**src/rtl/pif_pkg.sv**
```systemverilog
// ============================================================================
// pif_pkg: shared types and constants for the integer formatter
// Codes, digit character function and the handoff between digit extractor and emitter.
// ============================================================================
`default_nettype none
package pif_pkg;
    localparam int MAX_CHARS  = 64;
    localparam int NDIG_MAX   = 22;
    localparam int BCD_DIGITS = 20;

    localparam logic [2:0] ACT_SDEC = 3'd0;
    localparam logic [2:0] ACT_UDEC = 3'd1;
    localparam logic [2:0] ACT_OCT  = 3'd2;
    localparam logic [2:0] ACT_HEXL = 3'd3;
    localparam logic [2:0] ACT_HEXU = 3'd4;

    localparam logic [1:0] LEN_32 = 2'd0;
    localparam logic [1:0] LEN_16 = 2'd1;
    localparam logic [1:0] LEN_64 = 2'd2;

    localparam logic [1:0] BASE_DEC = 2'd0;
    localparam logic [1:0] BASE_OCT = 2'd1;
    localparam logic [1:0] BASE_HEX = 2'd2;

    localparam logic [7:0] CH_SPACE = 8'd32;
    localparam logic [7:0] CH_ZERO  = 8'd48;
    localparam logic [7:0] CH_MINUS = 8'd45;
    localparam logic [7:0] CH_PLUS  = 8'd43;
    localparam logic [7:0] CH_XL    = 8'd120;
    localparam logic [7:0] CH_XU    = 8'd88;

    typedef enum logic [2:0] {
        S_IDLE, S_DIGITS, S_PAD, S_PRE, S_ZPAD, S_NZ, S_BODY, S_TAIL
    } t_state;

    typedef struct packed {
        logic       done;
        logic [4:0] ndig;
    } t_dig_status;

    function automatic logic [7:0] digit_char(input logic [3:0] d, input logic upper);
        logic [7:0] c;
        begin
            if (d < 4'd10) c = CH_ZERO + {4'd0, d};
            else c = (upper ? 8'd55 : 8'd87) + {4'd0, d};
            return c;
        end
    endfunction
endpackage
`default_nettype wire

```
**src/rtl/pif_digits.sv**
```systemverilog
// ============================================================================
// pif_digits: iterative digit extractor
// Decimal runs 64 shift-and-add-3 steps into a BCD register first; digits
// are then shifted out one per cycle for every base, stored LSD first.
// ============================================================================
`default_nettype none
module pif_digits (
    input  wire logic                      i_clk,
    input  wire logic                      i_rst_n,
    input  wire logic                      i_load,
    input  wire logic [63:0]               i_mag,
    input  wire logic [1:0]                i_base_sel,
    input  wire logic [4:0]                i_rd_idx,
    output logic [3:0]                     o_rd_digit,
    output pif_pkg::t_dig_status           o_status
);
    logic [63:0] r_bin, n_bin;
    logic [79:0] r_bcd, n_bcd;
    logic [79:0] adj;
    logic [5:0]  r_bit, n_bit;
    logic        r_conv, n_conv;
    logic        r_busy, n_busy;
    logic [4:0]  r_ndig, n_ndig;
    logic [1:0]  r_base;
    logic [3:0]  r_dig [pif_pkg::NDIG_MAX];
    logic [3:0]  dval;
    logic        dwe;

    always_comb begin
        for (int k = 0; k < pif_pkg::BCD_DIGITS; k++) begin
            adj[4*k +: 4] = (r_bcd[4*k +: 4] >= 4'd5) ? r_bcd[4*k +: 4] + 4'd3
                                                       : r_bcd[4*k +: 4];
        end
    end

    always_comb begin
        n_bin  = r_bin;
        n_bcd  = r_bcd;
        n_bit  = r_bit;
        n_conv = r_conv;
        n_busy = r_busy;
        n_ndig = r_ndig;
        dwe    = 1'b0;
        dval   = 4'd0;
        if (i_load) begin
            n_bin  = i_mag;
            n_bcd  = (i_base_sel == pif_pkg::BASE_DEC) ? 80'd0 : {16'd0, i_mag};
            n_bit  = 6'd0;
            n_conv = i_base_sel == pif_pkg::BASE_DEC;
            n_busy = 1'b1;
            n_ndig = 5'd0;
        end else if (r_busy) begin
            if (r_conv) begin
                n_bcd = {adj[78:0], r_bin[63]};
                n_bin = {r_bin[62:0], 1'b0};
                n_bit = r_bit + 6'd1;
                if (r_bit == 6'd63) n_conv = 1'b0;
            end else if (r_bcd == 80'd0) begin
                n_busy = 1'b0;
            end else if (r_base == pif_pkg::BASE_OCT) begin
                dwe = 1'b1; dval = {1'b0, r_bcd[2:0]};
                n_bcd = r_bcd >> 3;
                n_ndig = r_ndig + 5'd1;
            end else begin
                dwe = 1'b1; dval = r_bcd[3:0];
                n_bcd = r_bcd >> 4;
                n_ndig = r_ndig + 5'd1;
            end
        end
    end

    always_ff @(posedge i_clk) begin
        if (!i_rst_n) begin
            r_busy <= 1'b0;
        end else begin
            r_busy <= n_busy;
        end
        r_bin  <= n_bin;
        r_bcd  <= n_bcd;
        r_bit  <= n_bit;
        r_conv <= n_conv;
        r_ndig <= n_ndig;
        if (i_load) r_base <= i_base_sel;
        if (dwe) r_dig[r_ndig] <= dval;
    end

    assign o_rd_digit       = (i_rd_idx < 5'(pif_pkg::NDIG_MAX)) ? r_dig[i_rd_idx] : 4'd0;
    assign o_status.done    = !r_busy && !i_load;
    assign o_status.ndig    = r_ndig;
endmodule
`default_nettype wire

```
**src/rtl/printf_integer_formatter_top.sv**
```systemverilog
// ============================================================================
// printf_integer_formatter_top: printf style d/u/o/x/X integer conversion
// Digit phase: decimal first runs 64 shift-and-add-3 steps; digits are then
// shifted out for every base. Six phases then follow (pad, prefix, zero pad,
// precision zeros, body, tail), one character per cycle; each character is
// held, then strobed when the next is made or the run ends. One transaction at
// a time; busy drops as the last character is strobed; receiver cannot stall.
// Reset is synchronous, active low, and returns the sequencer to idle.
// ============================================================================
`default_nettype none
module printf_integer_formatter_top (
    input  wire logic        i_clk,
    input  wire logic        i_rst_n,
    input  wire logic        start,
    output logic             busy,
    input  wire logic [2:0]  i_action,
    input  wire logic [1:0]  i_length_class,
    input  wire logic [63:0] i_value,
    input  wire logic [5:0]  i_precision,
    input  wire logic [6:0]  i_width,
    input  wire logic [4:0]  i_flags,
    output logic             o_strobe,
    output logic [7:0]       o_character,
    output logic             o_last,
    output logic             o_empty_res
);
    pif_pkg::t_state r_state, n_state;
    pif_pkg::t_dig_status st;
    logic [5:0]  r_prec;
    logic [6:0]  r_wid;
    logic        r_left, r_zpad, r_upper;
    logic [1:0]  r_plen;
    logic [7:0]  r_pre0, r_pre1;
    logic        r_sgn, r_hex;
    logic [6:0]  r_cnt, n_cnt;
    logic [6:0]  r_out, n_out;
    logic [6:0]  r_nz, r_pad;
    logic [7:0]  r_sign_ch;
    logic        r_alt_oct;
    logic [3:0]  rd_digit;
    logic        accept, emit;
    logic [7:0]  ch;
    logic [63:0] masked, mag;
    logic        neg, is_signed;
    logic [2:0]  act;
    logic [1:0]  base_sel;
    logic [6:0]  nz_c, body_c;
    logic [4:0]  rd_idx;

    assign accept = start && !busy;
    assign busy   = r_state != pif_pkg::S_IDLE;

    always_comb begin
        act = (i_action > pif_pkg::ACT_HEXU) ? pif_pkg::ACT_SDEC : i_action;
        is_signed = act == pif_pkg::ACT_SDEC;
        if (i_length_class == pif_pkg::LEN_16) masked = {48'd0, i_value[15:0]};
        else if (i_length_class == pif_pkg::LEN_64) masked = i_value;
        else masked = {32'd0, i_value[31:0]};
        if (i_length_class == pif_pkg::LEN_16) neg = i_value[15];
        else if (i_length_class == pif_pkg::LEN_64) neg = i_value[63];
        else neg = i_value[31];
        neg = neg && is_signed;
        mag = masked;
        if (neg) begin
            if (i_length_class == pif_pkg::LEN_16) mag = {48'd0, 16'(~i_value[15:0] + 16'd1)};
            else if (i_length_class == pif_pkg::LEN_64) mag = ~i_value + 64'd1;
            else mag = {32'd0, 32'(~i_value[31:0] + 32'd1)};
        end
        if (act == pif_pkg::ACT_OCT) base_sel = pif_pkg::BASE_OCT;
        else if (act == pif_pkg::ACT_HEXL || act == pif_pkg::ACT_HEXU)
            base_sel = pif_pkg::BASE_HEX;
        else base_sel = pif_pkg::BASE_DEC;
    end

    always_ff @(posedge i_clk) begin
        if (accept) begin
            r_prec  <= i_precision;
            r_wid   <= i_width;
            r_left  <= i_flags[0];
            r_zpad  <= i_flags[4];
            r_upper <= act == pif_pkg::ACT_HEXU;
            r_sgn   <= is_signed && (neg || i_flags[1] || i_flags[2]);
            r_sign_ch <= neg ? pif_pkg::CH_MINUS :
                         (i_flags[1] ? pif_pkg::CH_PLUS : pif_pkg::CH_SPACE);
            r_hex   <= i_flags[3] && base_sel == pif_pkg::BASE_HEX && mag != 64'd0;
            r_alt_oct <= i_flags[3] && base_sel == pif_pkg::BASE_OCT;
        end
    end

    always_comb begin
        nz_c = ({1'b0, r_prec} > {2'd0, st.ndig}) ? 7'({1'b0, r_prec} - {2'd0, st.ndig}) : 7'd0;
        if (r_alt_oct && nz_c == 7'd0) nz_c = 7'd1;
        body_c = nz_c + {2'd0, st.ndig} + {6'd0, r_sgn} + (r_hex ? 7'd2 : 7'd0);
    end

    always_ff @(posedge i_clk) begin
        if (r_state == pif_pkg::S_DIGITS && st.done) begin
            r_nz  <= nz_c;
            r_pad <= (r_wid > body_c) ? 7'(r_wid - body_c) : 7'd0;
            r_pre0 <= r_sgn ? r_sign_ch : pif_pkg::CH_ZERO;
            r_pre1 <= r_sgn ? pif_pkg::CH_ZERO : (r_upper ? pif_pkg::CH_XU : pif_pkg::CH_XL);
            r_plen <= 2'({1'b0, r_sgn} + (r_hex ? 2'd2 : 2'd0));
        end
    end

    assign rd_idx = r_cnt[4:0] - 5'd1;

    pif_digits u_digits (
        .i_clk      (i_clk),
        .i_rst_n    (i_rst_n),
        .i_load     (accept),
        .i_mag      (mag),
        .i_base_sel (base_sel),
        .i_rd_idx   (rd_idx),
        .o_rd_digit (rd_digit),
        .o_status   (st)
    );

    always_comb begin
        n_state = r_state;
        n_cnt   = r_cnt;
        case (r_state)
            pif_pkg::S_IDLE: if (accept) n_state = pif_pkg::S_DIGITS;
            pif_pkg::S_DIGITS: if (st.done) begin
                n_state = pif_pkg::S_PAD;
                n_cnt   = (r_left || r_zpad) ? 7'd0 :
                          ((r_wid > body_c) ? 7'(r_wid - body_c) : 7'd0);
            end
            pif_pkg::S_PAD: if (r_cnt == 7'd0) begin
                n_state = pif_pkg::S_PRE; n_cnt = {5'd0, r_plen};
            end else n_cnt = r_cnt - 7'd1;
            pif_pkg::S_PRE: if (r_cnt == 7'd0) begin
                n_state = pif_pkg::S_ZPAD; n_cnt = (!r_left && r_zpad) ? r_pad : 7'd0;
            end else n_cnt = r_cnt - 7'd1;
            pif_pkg::S_ZPAD: if (r_cnt == 7'd0) begin
                n_state = pif_pkg::S_NZ; n_cnt = r_nz;
            end else n_cnt = r_cnt - 7'd1;
            pif_pkg::S_NZ: if (r_cnt == 7'd0) begin
                n_state = pif_pkg::S_BODY; n_cnt = {2'd0, st.ndig};
            end else n_cnt = r_cnt - 7'd1;
            pif_pkg::S_BODY: if (r_cnt == 7'd0) begin
                n_state = pif_pkg::S_TAIL; n_cnt = r_left ? r_pad : 7'd0;
            end else n_cnt = r_cnt - 7'd1;
            pif_pkg::S_TAIL: if (r_cnt == 7'd0 || r_out == 7'(pif_pkg::MAX_CHARS))
                n_state = pif_pkg::S_IDLE;
                else n_cnt = r_cnt - 7'd1;
            default: n_state = pif_pkg::S_IDLE;
        endcase
        if (r_state != pif_pkg::S_IDLE && r_state != pif_pkg::S_DIGITS &&
            r_out == 7'(pif_pkg::MAX_CHARS)) n_state = pif_pkg::S_IDLE;
    end

    always_comb begin
        emit = 1'b0;
        ch   = pif_pkg::CH_SPACE;
        case (r_state)
            pif_pkg::S_PAD:  begin emit = r_cnt != 7'd0; ch = pif_pkg::CH_SPACE; end
            pif_pkg::S_PRE:  begin
                emit = r_cnt != 7'd0;
                ch = ({5'd0, r_plen} - r_cnt == 7'd0) ? r_pre0 : r_pre1;
            end
            pif_pkg::S_ZPAD: begin emit = r_cnt != 7'd0; ch = pif_pkg::CH_ZERO; end
            pif_pkg::S_NZ:   begin emit = r_cnt != 7'd0; ch = pif_pkg::CH_ZERO; end
            pif_pkg::S_BODY: begin
                emit = r_cnt != 7'd0; ch = pif_pkg::digit_char(rd_digit, r_upper);
            end
            pif_pkg::S_TAIL: begin emit = r_cnt != 7'd0; ch = pif_pkg::CH_SPACE; end
            default: emit = 1'b0;
        endcase
        if (r_out == 7'(pif_pkg::MAX_CHARS)) emit = 1'b0;
        n_out = r_state == pif_pkg::S_DIGITS ? 7'd0 : r_out + {6'd0, emit};
    end

    always_ff @(posedge i_clk) begin
        if (!i_rst_n) begin
            r_state <= pif_pkg::S_IDLE;
            r_cnt   <= 7'd0;
            r_out   <= 7'd0;
        end else begin
            r_state <= n_state;
            r_cnt   <= n_cnt;
            r_out   <= n_out;
        end
    end

    // hold the last emitted character until the next is known
    logic        r_have;
    logic [7:0]  r_hch;
    logic        finish;
    assign finish = r_state != pif_pkg::S_IDLE && n_state == pif_pkg::S_IDLE;

    always_ff @(posedge i_clk) begin
        if (!i_rst_n) begin
            r_have      <= 1'b0;
            o_strobe    <= 1'b0;
        end else begin
            o_strobe    <= (r_have && (emit || finish)) || (finish && !r_have && !emit);
            if (emit) r_have <= 1'b1;
            else if (finish || r_state == pif_pkg::S_DIGITS) r_have <= 1'b0;
        end
        if (emit) r_hch <= ch;
        o_character <= (finish && !r_have && !emit) ? 8'd0 : r_hch;
        o_last      <= finish;
        o_empty_res <= finish && !r_have && !emit;
    end
endmodule
`default_nettype wire

```
**config.mk**
```make
export PLATFORM = sky130hd
export DESIGN_NAME = printf_integer_formatter_top
export DESIGN_NICKNAME = d
export VERILOG_FILES = /design/src/rtl/pif_pkg.sv /design/src/rtl/pif_digits.sv /design/src/rtl/printf_integer_formatter_top.sv
export SDC_FILE = /design/constraint.sdc
export NUM_CORES = 1
export LEC_CHECK = 0
export BUFFER_PORTS_ARGS = -buffer_cell sky130_fd_sc_hd__buf_4
export CAP_MARGIN = 5
export CORE_MARGIN = 2
export CORE_UTILIZATION = 31
export CTS_CLUSTER_SIZE = 12
export DETAILED_ROUTE_END_ITERATION = 6
export PLACE_DENSITY_LB_ADDON = 0.3
export SETUP_SLACK_MARGIN = 0.15
export SKIP_CTS_REPAIR_TIMING = 1
export SLEW_MARGIN = 10
export SYNTH_ARGS = -nofsm -noshare
export SYNTH_HDL_FRONTEND = slang
export SYNTH_HIERARCHICAL = 1
export SYNTH_SLANG_ARGS = --single-unit
```
**constraint.sdc**
```tcl
create_clock -name i_clk -period 18.4 [get_ports i_clk]
set_clock_uncertainty 0.2 [all_clocks]
set_input_delay 4.6 -clock i_clk [delete_from_list [all_inputs] [get_ports i_clk]]
set_output_delay 4.6 -clock i_clk [all_outputs]
set_load 0.005 [all_outputs]
```
== After elaboration in Yosys (flattened, before gate mapping) ==
Memory sizes are Yosys's and may differ from the RTL's.
Cells that the tools add are included.
W data, S select, Z words.

* Register bits after elaboration: 255
* Latch bits: 0
* Bits in writable memories: 88
* Memory bits (read-only): 0
* Input port bits: 90
* Output and inout port bits: 12
* Memories kept: 1

{| class="wikitable"
|+ Memory list
! memory !! depth !! width !! read ports !! clocked after Yosys merged registers in !! write ports !! RTL line !! source
|-
| u_digits.r_dig || 22 || 4 || 1 || 0 || 1 || pif_digits.sv:25 || <nowiki>logic [3:0] r_dig [pif_pkg::NDIG_MAX];</nowiki>
|}

* $add $sub $neg: 37
* Multiply operators: 0
* Div/mod/pow operators: 0
* $lt $le $gt $ge: 25
* Equality and inequality tests: 21
* Shift-type cells: 0
* Multiplexer cells: 94
* Bitwise gates (word level): 6
* Reductions and logical operators: 53

{| class="wikitable"
|+ Operators by type and width
! kind !! number
|-
| $mux W64 || 9
|-
| $mux W80 || 4
|-
| $mux W4 || 26
|-
| $mux W7 || 14
|-
| $ge A4 B3 Y1 const B || 20
|-
| $logic_not A80 Y1 || 1
|-
| $mux W77 || 1
|-
| $add A4 B2 Y4 const B || 19
|-
| $add A64 B1 Y64 const B || 1
|-
| $not A64 Y64 || 1
|-
| $reduce_bool A64 Y1 || 1
|-
| $pmux W7 S7 || 1
|-
| $mux W3 || 11
|-
| $add A32 B1 Y32 const B || 1
|-
| $not A32 Y32 || 1
|-
| $pmux W3 S8 || 1
|-
| $pmux W8 S3 || 1
|-
| $logic_not A7 Y1 || 3
|-
| $mux W1 || 19
|-
| $add A16 B1 Y16 const B || 1
|-
| $logic_and A1 B1 Y1 || 16
|-
| $mux W8 || 2
|-
| $not A16 Y16 || 1
|-
| $eq A3 B3 Y1 const B || 5
|-
| other kinds (41) || 76
|}

== Longest topological paths before layout ==
Gate-level depths: netlist of the first run.

* Depth after elaboration: 13
* Mapped depth: 26
* Gate-level depth less buffers: 26

== By module ==
Netlist of the first run, hierarchy kept.

{| class="wikitable"
|+ By module, submodules not included
! module !! times used !! cells each !! area an instance (µm²)
|-
| pif_digits || 1 || 1,291 || 13,758.2
|-
| printf_integer_formatter_top || 1 || 810 || 6,678.9
|}

== Worst setup path after synthesis of the first run ==
Ideal clock, no wire load.

* Path type: input to register
* From: input port start
* To: register u_digits.r_bcd[0] (enable)
* Setup time: 0.545 ns
* Arrival time: 9.701 ns
* Required time: 17.655 ns
* Slack: 7.953 ns
* Cell stages on the path: 4
* Path buffers: 1
* Cell sequence: and3_1 -> clkbuf_1 -> nor2_1 -> a21oi_1

* Word-level cells in the longest chain between the ends: 3

{| class="wikitable"
|+ Ends and longest elaborated chain
! item !! RTL line !! source
|-
| start, declared || printf_integer_formatter_top.sv:14 || <nowiki>input wire logic start,</nowiki>
|-
| $logic_and A1 B1 Y1 * || printf_integer_formatter_top.sv:50 || <nowiki>assign accept = start && !busy;</nowiki>
|-
| $ne A3 B1 Y1 (no source line) / $reduce_bool A2 Y1 (equally long branches) || n/a ||
|-
| $reduce_and A2 Y1 (no source line) * || n/a ||
|-
| end signal, assigned || pif_digits.sv:79 || <nowiki>r_bcd <= n_bcd;</nowiki>
|-
| end, declared || pif_digits.sv:18 || <nowiki>logic [79:0] r_bcd, n_bcd;</nowiki>
|}

Mark *: on every way between the ends. The rest lies on a longest branch, timed or not.
A chain may end at the register's enable or synchronous reset.

== Worst setup path after layout of the first run ==
* From: input port i_value[1]
* To: register r_hex (data pin)

* Word-level cells in the longest chain between the ends: 7

{| class="wikitable"
|+ Ends and longest elaborated chain
! item !! RTL line !! source
|-
| start, declared || printf_integer_formatter_top.sv:18 || <nowiki>input wire logic [63:0] i_value,</nowiki>
|-
| $not A64 Y64 || printf_integer_formatter_top.sv:66 || <nowiki>else if (i_length_class == pif_pkg::LEN_64) mag = ~i_value + 64'd1;</nowiki>
|-
| $add A64 B1 Y64 || printf_integer_formatter_top.sv:66 ||
|-
| $mux W64 || printf_integer_formatter_top.sv:66 ||
|-
| $mux W64 || printf_integer_formatter_top.sv:65 || <nowiki>if (i_length_class == pif_pkg::LEN_16) mag = {48'd0, 16'(~i_value[15:0] + 16'd1)};</nowiki>
|-
| $mux W64 || printf_integer_formatter_top.sv:64 || <nowiki>if (neg) begin</nowiki>
|-
| via mag[56] || printf_integer_formatter_top.sv:43 || <nowiki>logic [63:0] masked, mag;</nowiki>
|-
| $reduce_bool A64 Y1 || printf_integer_formatter_top.sv:85 || <nowiki>r_hex <= i_flags[3] && base_sel == pif_pkg::BASE_HEX && mag != 64'd0;</nowiki>
|-
| $logic_and A1 B1 Y1 || printf_integer_formatter_top.sv:85 ||
|-
| end signal, assigned || printf_integer_formatter_top.sv:85 ||
|-
| end, declared || printf_integer_formatter_top.sv:34 || <nowiki>logic r_sgn, r_hex;</nowiki>
|}

The timed path passes the listed nets, and every way through them passes these cells.

==> metrics, run 1 <==
outcome complete, no violations; PwrDens 153 mW/mm2; 1st-pass router iterations 6; hold depth 1; Die Area 0.0680 mm2; peak supply drop 0.0670 mV; CTS buffer count 36; Final ANT Viol Nets 0; FF-to-FF End r_cnt[0]; Synth-to-Final Area Change 13.4%; Die H 261 um; Hold Path Sink o_character[4]; met2 usage 0.280; crit-path cells buf_4 -> inv_1 -> ha_1 -> or4b_4 -> nor4_2 -> buf_4 -> and4b_1 -> a31oi_1 -> mux2i_1 -> or3_1 -> nor4_1 -> and4_1 -> a31oi_1; CTS max path bufs 3; crit path launch type primary input; starting density of the core 0.312; Least-Margin Pin Slew 1.14 ns; Site Rows 94; fraction of registers with async set/reset 0; Post-Syn Area 0.0204 mm2; Skew-Pair Late Insertion Delay 0.55 ns; met1 GRT Util 0.218; fin nets 2,334; number of diodes 0; Vias/cell 5.31; WL per Instance 18.8 um; final hold vios 0; placer congestion estimate 0.894; # clock sinks 326; Finished Core Util 0.354; met3 Use GR 0.0223; syn_nets 2,288; kind of critical path in2reg; htree depth 2; TNS Setup 0 ns; crit path time final 7.96 ns; vias in the first global route 16,000; DPL Wire Length 41,000 um; Yosys cell types 75; Post-Synthesis Cells 2,101; kind of cell adding the most delay to the critical path simple AND/OR/NAND/NOR gates; Crit Path Max Fanout 14; flop-to-flop setup slack 12.81 ns; core area 0.0655 mm2; CTS root buf clkbuf_16; count of pins over their slew limit 0; Chip Width 261 um; CP Capture Type register; #FFs+latches synth 326; global-route wire length before repair 90,100 um; HP Start r_hch[4]; Post-route DRC 0; # IOs 102; TritonCTS clock tree done; Setup-failing EPs final 0; grt ovf 0; CP bufs+invs 3; sequential fraction of the synthesis area 0.459; Max-Cap Viols 0; CP Data Arrival Time 8.02 ns; WP data required 18.46 ns; prevailing post-synth register cell edfxtp_1; CTS clk-pin slew, worst paths 0.06 ns; Most Used Layer, Global Route met2; R2R depth 23; I/O Buffers 100; Rel. slew slack 0.238; largest net degree at the start of global routing 109; PnR worst setup slack 10.44 ns; vias after detailed routing 16,100; R2R Path Start u_digits/r_ndig[2]; number of flops mapped to enable cells by yosys 286; CP max stage delay 0.57 ns; antenna violations before repair 0; Yosys warning total 6; GR Util All Layers 0.166; Place WS 9.97 ns; 1st-iter DRT viols 1,287; final WL 57,100 um; fin crit share 0.433; Lkg Pwr 8.66 nW; share of layout cells above drive strength 1 0.107; RSZ-0062 raised after global routing no; slowest cell on the critical path or4b_4; Max Clock Freq 0.126 GHz; HP Class reg2reg; Post-Syn Area per Cell 9.73 um2
[metrics by stage]
| step | power [mW] | area [um2] | std cells | hold slack, ns |
|---|---|---|---|---|
| after CTS | 3.57 | 23200 | 3035 | 0.258 |
| final | 3.55 | 23200 | 3035 | 0.253 |
| after floorplan | 2.37 | 20400 | 2101 | 0.229 |
| after detailed placement | 2.82 | 22000 | 2973 | 0.242 |
| after global placement | 2.77 | 22000 | 2973 | 0.246 |
| after global routing | 3.81 | 23200 | 3035 | 0.286 |
[kinds of logic (layout without fill, tap and decap cells)]
group                    after synthesis  count (layout)  synth area share
AND/OR/NAND/NOR                      685             685             0.170
AO/OA/AOI/OAI                        505             505             0.146
flip-flops                           326             326             0.459
buffers and inverters                261             331            0.0498
multiplexers                         115             115            0.0652
XOR/XNOR                             111             111            0.0479
adder cells (fa/ha/maj)               97              97            0.0612
other                                  1               1          0.000183
[final cells by class]
| class | instances | area [um2] |
|---|---|---|
| timing repair buffer | 121 | 908 |
| inverter | 148 | 556 |
| fill | 6622 | 42300 |
| tap | 864 | 1080 |
| clock inverter | 14 | 208 |
| multi-input combinational | 1514 | 10100 |
| clock buffer | 48 | 966 |
| sequential | 326 | 9390 |
[cell usage in the layout (no fill, tap or decap), types with 29 or more instances in the layout]
cell type | Yosys | routed
edfxtp_1 | 286 | 286
o21ai_0 | 190 | 190
nand2_1 | 187 | 186
nor2_1 | 178 | 177
inv_1 | 148 | 148
buf_4 | 2 | 121
a21oi_1 | 114 | 113
ha_1 | 92 | 92
mux2i_1 | 78 | 78
o22ai_1 | 71 | 71
xnor2_1 | 64 | 64
nand3_1 | 49 | 49
xor2_1 | 46 | 46
dfxtp_1 | 40 | 40
nand2b_1 | 40 | 39
clkbuf_16 | 0 | 36
a211oi_1 | 32 | 32
nor3_1 | 31 | 31
and3_1 | 30 | 29
[registers in the layout, indices dropped and copies added, names as in the netlist, 7 cells and up]
signal and cells:
r_wid 7, u_digits/r_dig 88, r_cnt 7, r_pad 7
o_character 7, r_out 7, u_digits/r_bin 64, r_nz 7
r_hch 7, u_digits/r_bcd 80
[worst max-delay path by stage]
stage	start	end	depth (start not counted)
2_1_floorplan	start	u_digits/r_bcd[0]	4
3_3_place_gp	i_value[15]	r_hex	10
3_5_place_dp	i_value[0]	r_hex	13
4_1_cts	i_value[0]	r_hex	13
5_1_grt	i_value[0]	r_hex	13
6_report	i_value[1]	r_hex	13
[power by group]
part	internal (mW)	switching (mW)	total [mW]
clock	0.439	0.299	0.739
combinational	0.610	0.921	1.53
sequential	1.09	0.190	1.28
[per-layer routing]
layer  up-vias  share of wire  wire (um)
met5         -              0          0
met4         0          0.030       1710
met3        89          0.047       2680
met2       437           0.48      27400
met1      7861           0.44      25300
li1       7714              -          -
[synth_stat cells, types with 6 or more instances]
| master | number | area share |
|---|---|---|
| nor2b_1 | 27 | 0.0083 |
| mux4_2 | 12 | 0.013 |
| nor3b_1 | 14 | 0.0051 |
| or4_1 | 9 | 0.0033 |
| dfxtp_1 | 40 | 0.039 |
| or3_1 | 17 | 0.0052 |
| and2_1 | 21 | 0.0064 |
| nor2_1 | 178 | 0.033 |
| nand2b_1 | 40 | 0.012 |
| o21ai_0 | 190 | 0.047 |
| a21oi_1 | 114 | 0.028 |
| mux2i_1 | 78 | 0.038 |
| nand3_1 | 49 | 0.012 |
| xnor2_1 | 64 | 0.027 |
| buf_1 | 7 | 0.0013 |
| mux2_2 | 25 | 0.014 |
| nor3_1 | 31 | 0.0076 |
| ha_1 | 92 | 0.056 |
| o22ai_1 | 71 | 0.022 |
| a211oi_1 | 32 | 0.012 |
| o21a_1 | 6 | 0.0022 |
| xor2_1 | 46 | 0.020 |
| clkbuf_1 | 89 | 0.016 |
| inv_1 | 148 | 0.027 |
| a221oi_1 | 15 | 0.0064 |
| nand4_1 | 8 | 0.0024 |
| buf_2 | 12 | 0.0029 |
| a31oi_1 | 19 | 0.0058 |
| o31ai_1 | 6 | 0.0022 |
| nor4_1 | 27 | 0.0083 |
| or2_2 | 6 | 0.0018 |
| and3_1 | 30 | 0.0092 |
| nor4bb_1 | 6 | 0.0029 |
| edfxtp_1 | 286 | 0.42 |
| nand2_1 | 187 | 0.034 |
| and4b_1 | 7 | 0.0034 |
Power figures use the tool's default switching activity.
==> run 2, diff against run 1 <==
Clock period 18.4 ns to 8.2 ns, I/O delays scaled along.
==> run 2 against run 1 <==
Effect of this change: cell count barely moved; register-to-register slack got worse by 10 ns; clock power rose by 110%; global-route usage fell by 0.36 points; core utilization fell by 0.13 points; sequential power rose by 120%; setup slack got worse by 7.8 ns.
==> metrics, run 2 (synthesized netlist as in run 1, its figures left out) <==
outcome complete, no violations; fin crit share 0.675; # placed instances 2,971; hold slack 0.251 ns; share of layout cells above drive strength 1 0.106; PwrDens 338 mW/mm2; Least-Margin Pin Slew 1.16 ns; Die Area 0.0680 mm2; 1st-pass router iterations 5; slowest cell on the critical path dfxtp_1; starting density of the core 0.312; DPL Wire Length 40,400 um; Most common cell on crit path a21oi_1; largest reg by FF count u_digits/r_dig; TNS Setup 0 ns; Crit Path Max Fanout 8; R2R Path Start u_digits/r_ndig[1]; Post-route DRC 0; placer congestion estimate 0.881; placed cell areas 0.0220 mm2; Site Rows 94; Regs by FF count u_digits/r_dig: 88 flops, u_digits/r_bcd: 80 flops, u_digits/r_bin: 64 flops; FF-to-FF End r_cnt[0]; Synth-to-Final Area Change 13.0%; CP Data Arrival Time 5.83 ns; peak supply drop 0.156 mV; final hold vios 0; commonest non-fill, non-tap cell in the layout edfxtp_1; flop-to-flop setup slack 2.67 ns; I/O Buffers 100; core area 0.0655 mm2; RSZ-0062 raised after global routing no; leading cell types in the layout, fill and taps excluded edfxtp_1 (286), o21ai_0 (190), nand2_1 (186); Skew-Pair Late Insertion Delay 0.56 ns; CP max stage delay 0.54 ns; 1st-iter DRT viols 1,255; htree depth 2; Rel. slew slack 0.224; # IOs 102; crit path launch type register; CTS max path bufs 3; number of diodes 0; # clock sinks 326; count of pins over their slew limit 0; CTS clk-pin slew, worst paths 0.06 ns; CTS root buf clkbuf_16; global-route wire length before repair 87,700 um; WL per Instance 18.5 um; fin nets 2,332; largest net degree at the start of global routing 208; Hold Path Sink o_character[3]; R2R depth 24; Non-Filler Instances 3,034; grt ovf 0; Max Clock Freq 0.181 GHz; GR Util All Layers 0.163; vias after detailed routing 16,000; CTS buffer count 36; crit path from u_digits/r_ndig[1]; Final ANT Viol Nets 0; antenna violations before repair 0; Lkg Pwr 8.62 nW; Die H 261 um; vias in the first global route 15,600; HP Class reg2reg; crit path time final 5.53 ns; TritonCTS clock tree done; WP data required 8.49 ns; Chip Width 261 um; Max-Cap Viols 0; CP Capture Type register; Setup-failing EPs final 0; design area 0.0231 mm2; crit-path cells inv_1 -> ha_1 -> nor2b_1 -> o21ai_0 -> nand2b_1 -> a21o_1 -> nand2_1 -> a32oi_1 -> and2_1 -> nor4_1 -> o2bb2ai_1 -> fa_1 -> ha_1 -> inv_1 -> fa_1 -> ha_1 -> o21ai_0 -> a21oi_1 -> o21a_1 -> o21ai_0 -> a21oi_1 -> nor2b_1 -> a21oi_1 -> a21oi_1; hold depth 1; number of flip-flops in the largest register 88; kind of critical path reg2reg; Vias/cell 5.26; HP Start r_hch[3]; final WL 56,000 um
[run 2: layer usage]
layer  track usage  up-vias  routed length (um)
met3        0.0251      100                2700
met5             0        -                   0
met1         0.212     7694               24800
met4        0.0622        0                1920
li1              -     7735                   -
met2         0.271      423               26600
[run 2: area by class of cell]
cell class / count / area, um2
fillers: 6578 / 42400
clock buffers: 50 / 963
inverters: 148 / 556
well taps: 864 / 1080
repair buffers: 119 / 906
flip-flops and latches: 326 / 9390
multi-input cells: 1514 / 10100
clock inverters: 13 / 125
[run 2: power by group]
group	switching [mW]	internal (mW)
clock network	0.675	0.862
registers	0.424	2.45
logic	2.04	1.36
total	3.14	4.67
[run 2: worst max-delay path: cells and delay by family (launching register included)]
kind	cells	cell delay (ns)
AO/OA/AOI/OAI	11	1.83
adder cells (fa/ha/maj)	5	1.53
buffers and inverters	2	0.21
flip-flops	1	0.54
AND/OR/NAND/NOR	6	1.15
[run 2: how the worst max path moves through the flow]
stage,to,slack [ns],cells after the start
after floorplan,u_digits/r_bcd[0],0.30,4
after global placement,r_hex,2.35,10
after detailed placement,r_hex,2.39,13
after CTS,r_cnt[0],2.62,24
after global routing,r_cnt[0],2.21,24
final,r_cnt[0],2.67,24
[run 2: through the flow]
step           utilization  worst slack, ns  total power, mW
6_report             0.352             2.67             7.81
5_1_grt              0.352             2.21             8.42
2_1_floorplan            -            0.303             5.32
3_5_place_dp         0.336             2.39             6.28
4_1_cts              0.352             2.62             7.85
3_3_place_gp         0.336             2.35             6.19
==> run 3, diff against run 2 <==
Clock period 8.2 ns to 5.5 ns, I/O delays scaled along.
==> run 3 against run 2 <==
Effect of this change: non-clock buffer count up 14; via count up 0.83%; flip-flop and latch count unchanged; sequential share of layout area down 0.48 points.
==> metrics, run 3 (synthesized netlist as in run 1, its figures left out) <==
outcome complete, no violations; clock share of power 0.206; Max-Cap Viols 0; Place WS 0.335 ns; Site Rows 94; leading cell types in the layout, fill and taps excluded edfxtp_1 (286), o21ai_0 (189), nand2_1 (186); R2R depth 23; starting density of the core 0.312; filler instances 6,547; Crit Path Max Fanout 7; share of layout cells above drive strength 1 0.117; count of pins over their slew limit 0; crit path time final 5.02 ns; CTS root buf clkbuf_16; crit path launch type register; largest reg by FF count u_digits/r_dig; vias after detailed routing 16,100; RSZ-0062 raised after global routing yes; Rel. slew slack 0.195; Reg area 0.00939 mm2; Least-Margin Pin Slew 1.19 ns; footprint of the multi-input gates 0.0101 mm2; flop-to-flop setup slack 0.48 ns; vias in the first global route 15,700; kind of cell adding the most delay to the critical path adder cells; HP Class reg2reg; number of flip-flops in the largest register 88; CP bufs+invs 3; PwrDens 510 mW/mm2; TNS Setup 0 ns; htree depth 2; CP Data Arrival Time 5.26 ns; FF-to-FF End r_cnt[5]; TritonCTS clock tree done; fin nets 2,347; DPL Wire Length 41,000 um; Finished Core Util 0.357; CTS buffer count 37; CTS max path bufs 3; I/O Buffers 100; 1st-pass router iterations 7; Net Switching 4.74 mW; Final ANT Viol Nets 0; peak supply drop 0.245 mV; Die Area 0.0680 mm2; largest net degree at the start of global routing 198; Gate power share 0.436; Post-route DRC 0; PnR worst setup slack 0.477 ns; register share of total power 0.358; commonest non-fill, non-tap cell in the layout edfxtp_1; # IOs 102; hold depth 1; Max Clock Freq 0.199 GHz; GR Util All Layers 0.163; Regs by FF count u_digits/r_dig: 88 flops, u_digits/r_bcd: 80 flops, u_digits/r_bin: 64 flops; antenna violations before repair 2; CP max stage delay 0.41 ns; Pint 7.18 mW; Hold Path Sink o_character[3]; Lkg Pwr 8.76 nW; fin crit share 0.913; HP Start r_hch[3]; Setup-failing EPs final 0; # clock sinks 326; grt ovf 0; Skew-Pair Late Insertion Delay 0.55 ns; R2R Path Start r_prec[0]; global-route wire length before repair 88,400 um; slowest cell on the critical path fa_1; final hold vios 0; placer congestion estimate 0.915; Die H 261 um; crit-path cells inv_1 -> ha_1 -> inv_1 -> fa_1 -> a21o_1 -> a21oi_1 -> xnor2_1 -> and2_4 -> nor4_2 -> o2bb2ai_1 -> fa_1 -> ha_1 -> inv_1 -> fa_1 -> ha_1 -> o21ai_0 -> a21oi_1 -> o21a_1 -> o21ai_1 -> a21oi_2 -> and3_1 -> a221oi_2 -> nor2_1; Vias/cell 5.27; switching part of the total 0.398; kind of critical path reg2reg; Synth-to-Final Area Change 14.3%; CP Capture Type register; core area 0.0655 mm2; CTS clk-pin slew, worst paths 0.06 ns; Chip Width 261 um; Total Power 11.9 mW; WP data required 5.74 ns; WL per Instance 18.6 um; 1st-iter DRT viols 1,336; final WL 56,600 um
run 3: cell type report:
cell class,count,share of cell area
diodes,1,0.000107
multi-input cells,1514,0.432
clock buffers,47,0.0430
flip-flops and latches,326,0.402
inverters,148,0.0238
repair buffers,133,0.0443
well taps,864,0.0463
clock inverters,19,0.00819
run 3: stage by stage:
stage / area, um2 / instances / hold WS, ns
final: 23400 / 3052 / 0.251
after global placement: 22100 / 2984 / 0.244
after floorplan: 20400 / 2101 / 0.229
after global routing: 23400 / 3051 / 0.277
after detailed placement: 22100 / 2984 / 0.240
after CTS: 23300 / 3050 / 0.254
run 3: worst max-delay path by stage:
stage               cells past startpoint               start                end  slack [ns]
floorplan                               5               start  u_digits/r_bin[0]        0.31
global placement                       23           r_prec[0]           r_cnt[5]        0.49
detailed placement                     23           r_prec[1]           r_cnt[5]        0.34
CTS                                    24  u_digits/r_ndig[1]           r_cnt[5]        0.33
global route                           24  u_digits/r_ndig[1]           r_cnt[5]        0.05
finish                                 23           r_prec[0]           r_cnt[5]        0.48
run 3: metal layers:
metal	global-route usage	vias up	wire, um
li1	-	7774	-
met5	0	-	0
met3	0.0245	95	2950
met4	0.0584	0	1810
met1	0.213	7748	24800
met2	0.274	468	27100
run 3: worst reg2reg max path, delay by kind of cell (launching register included):
kind | cells | cell delay (ns)
simple gates | 4 | 0.50
fa+ha+maj | 6 | 1.90
compound gates | 9 | 1.59
xor+xnor | 1 | 0.15
flops | 1 | 0.38
buf+inv | 3 | 0.21
run 3: power groups by stage:
stage          combinational, mW  sequential, mW  clock, mW
6_report                    5.20            4.27       2.45
5_1_grt                     5.81            4.36       2.61
4_1_cts                     5.17            4.26       2.51
3_5_place_dp                5.14            4.31          0
3_3_place_gp                5.01            4.29          0
2_1_floorplan               3.82            4.10          0
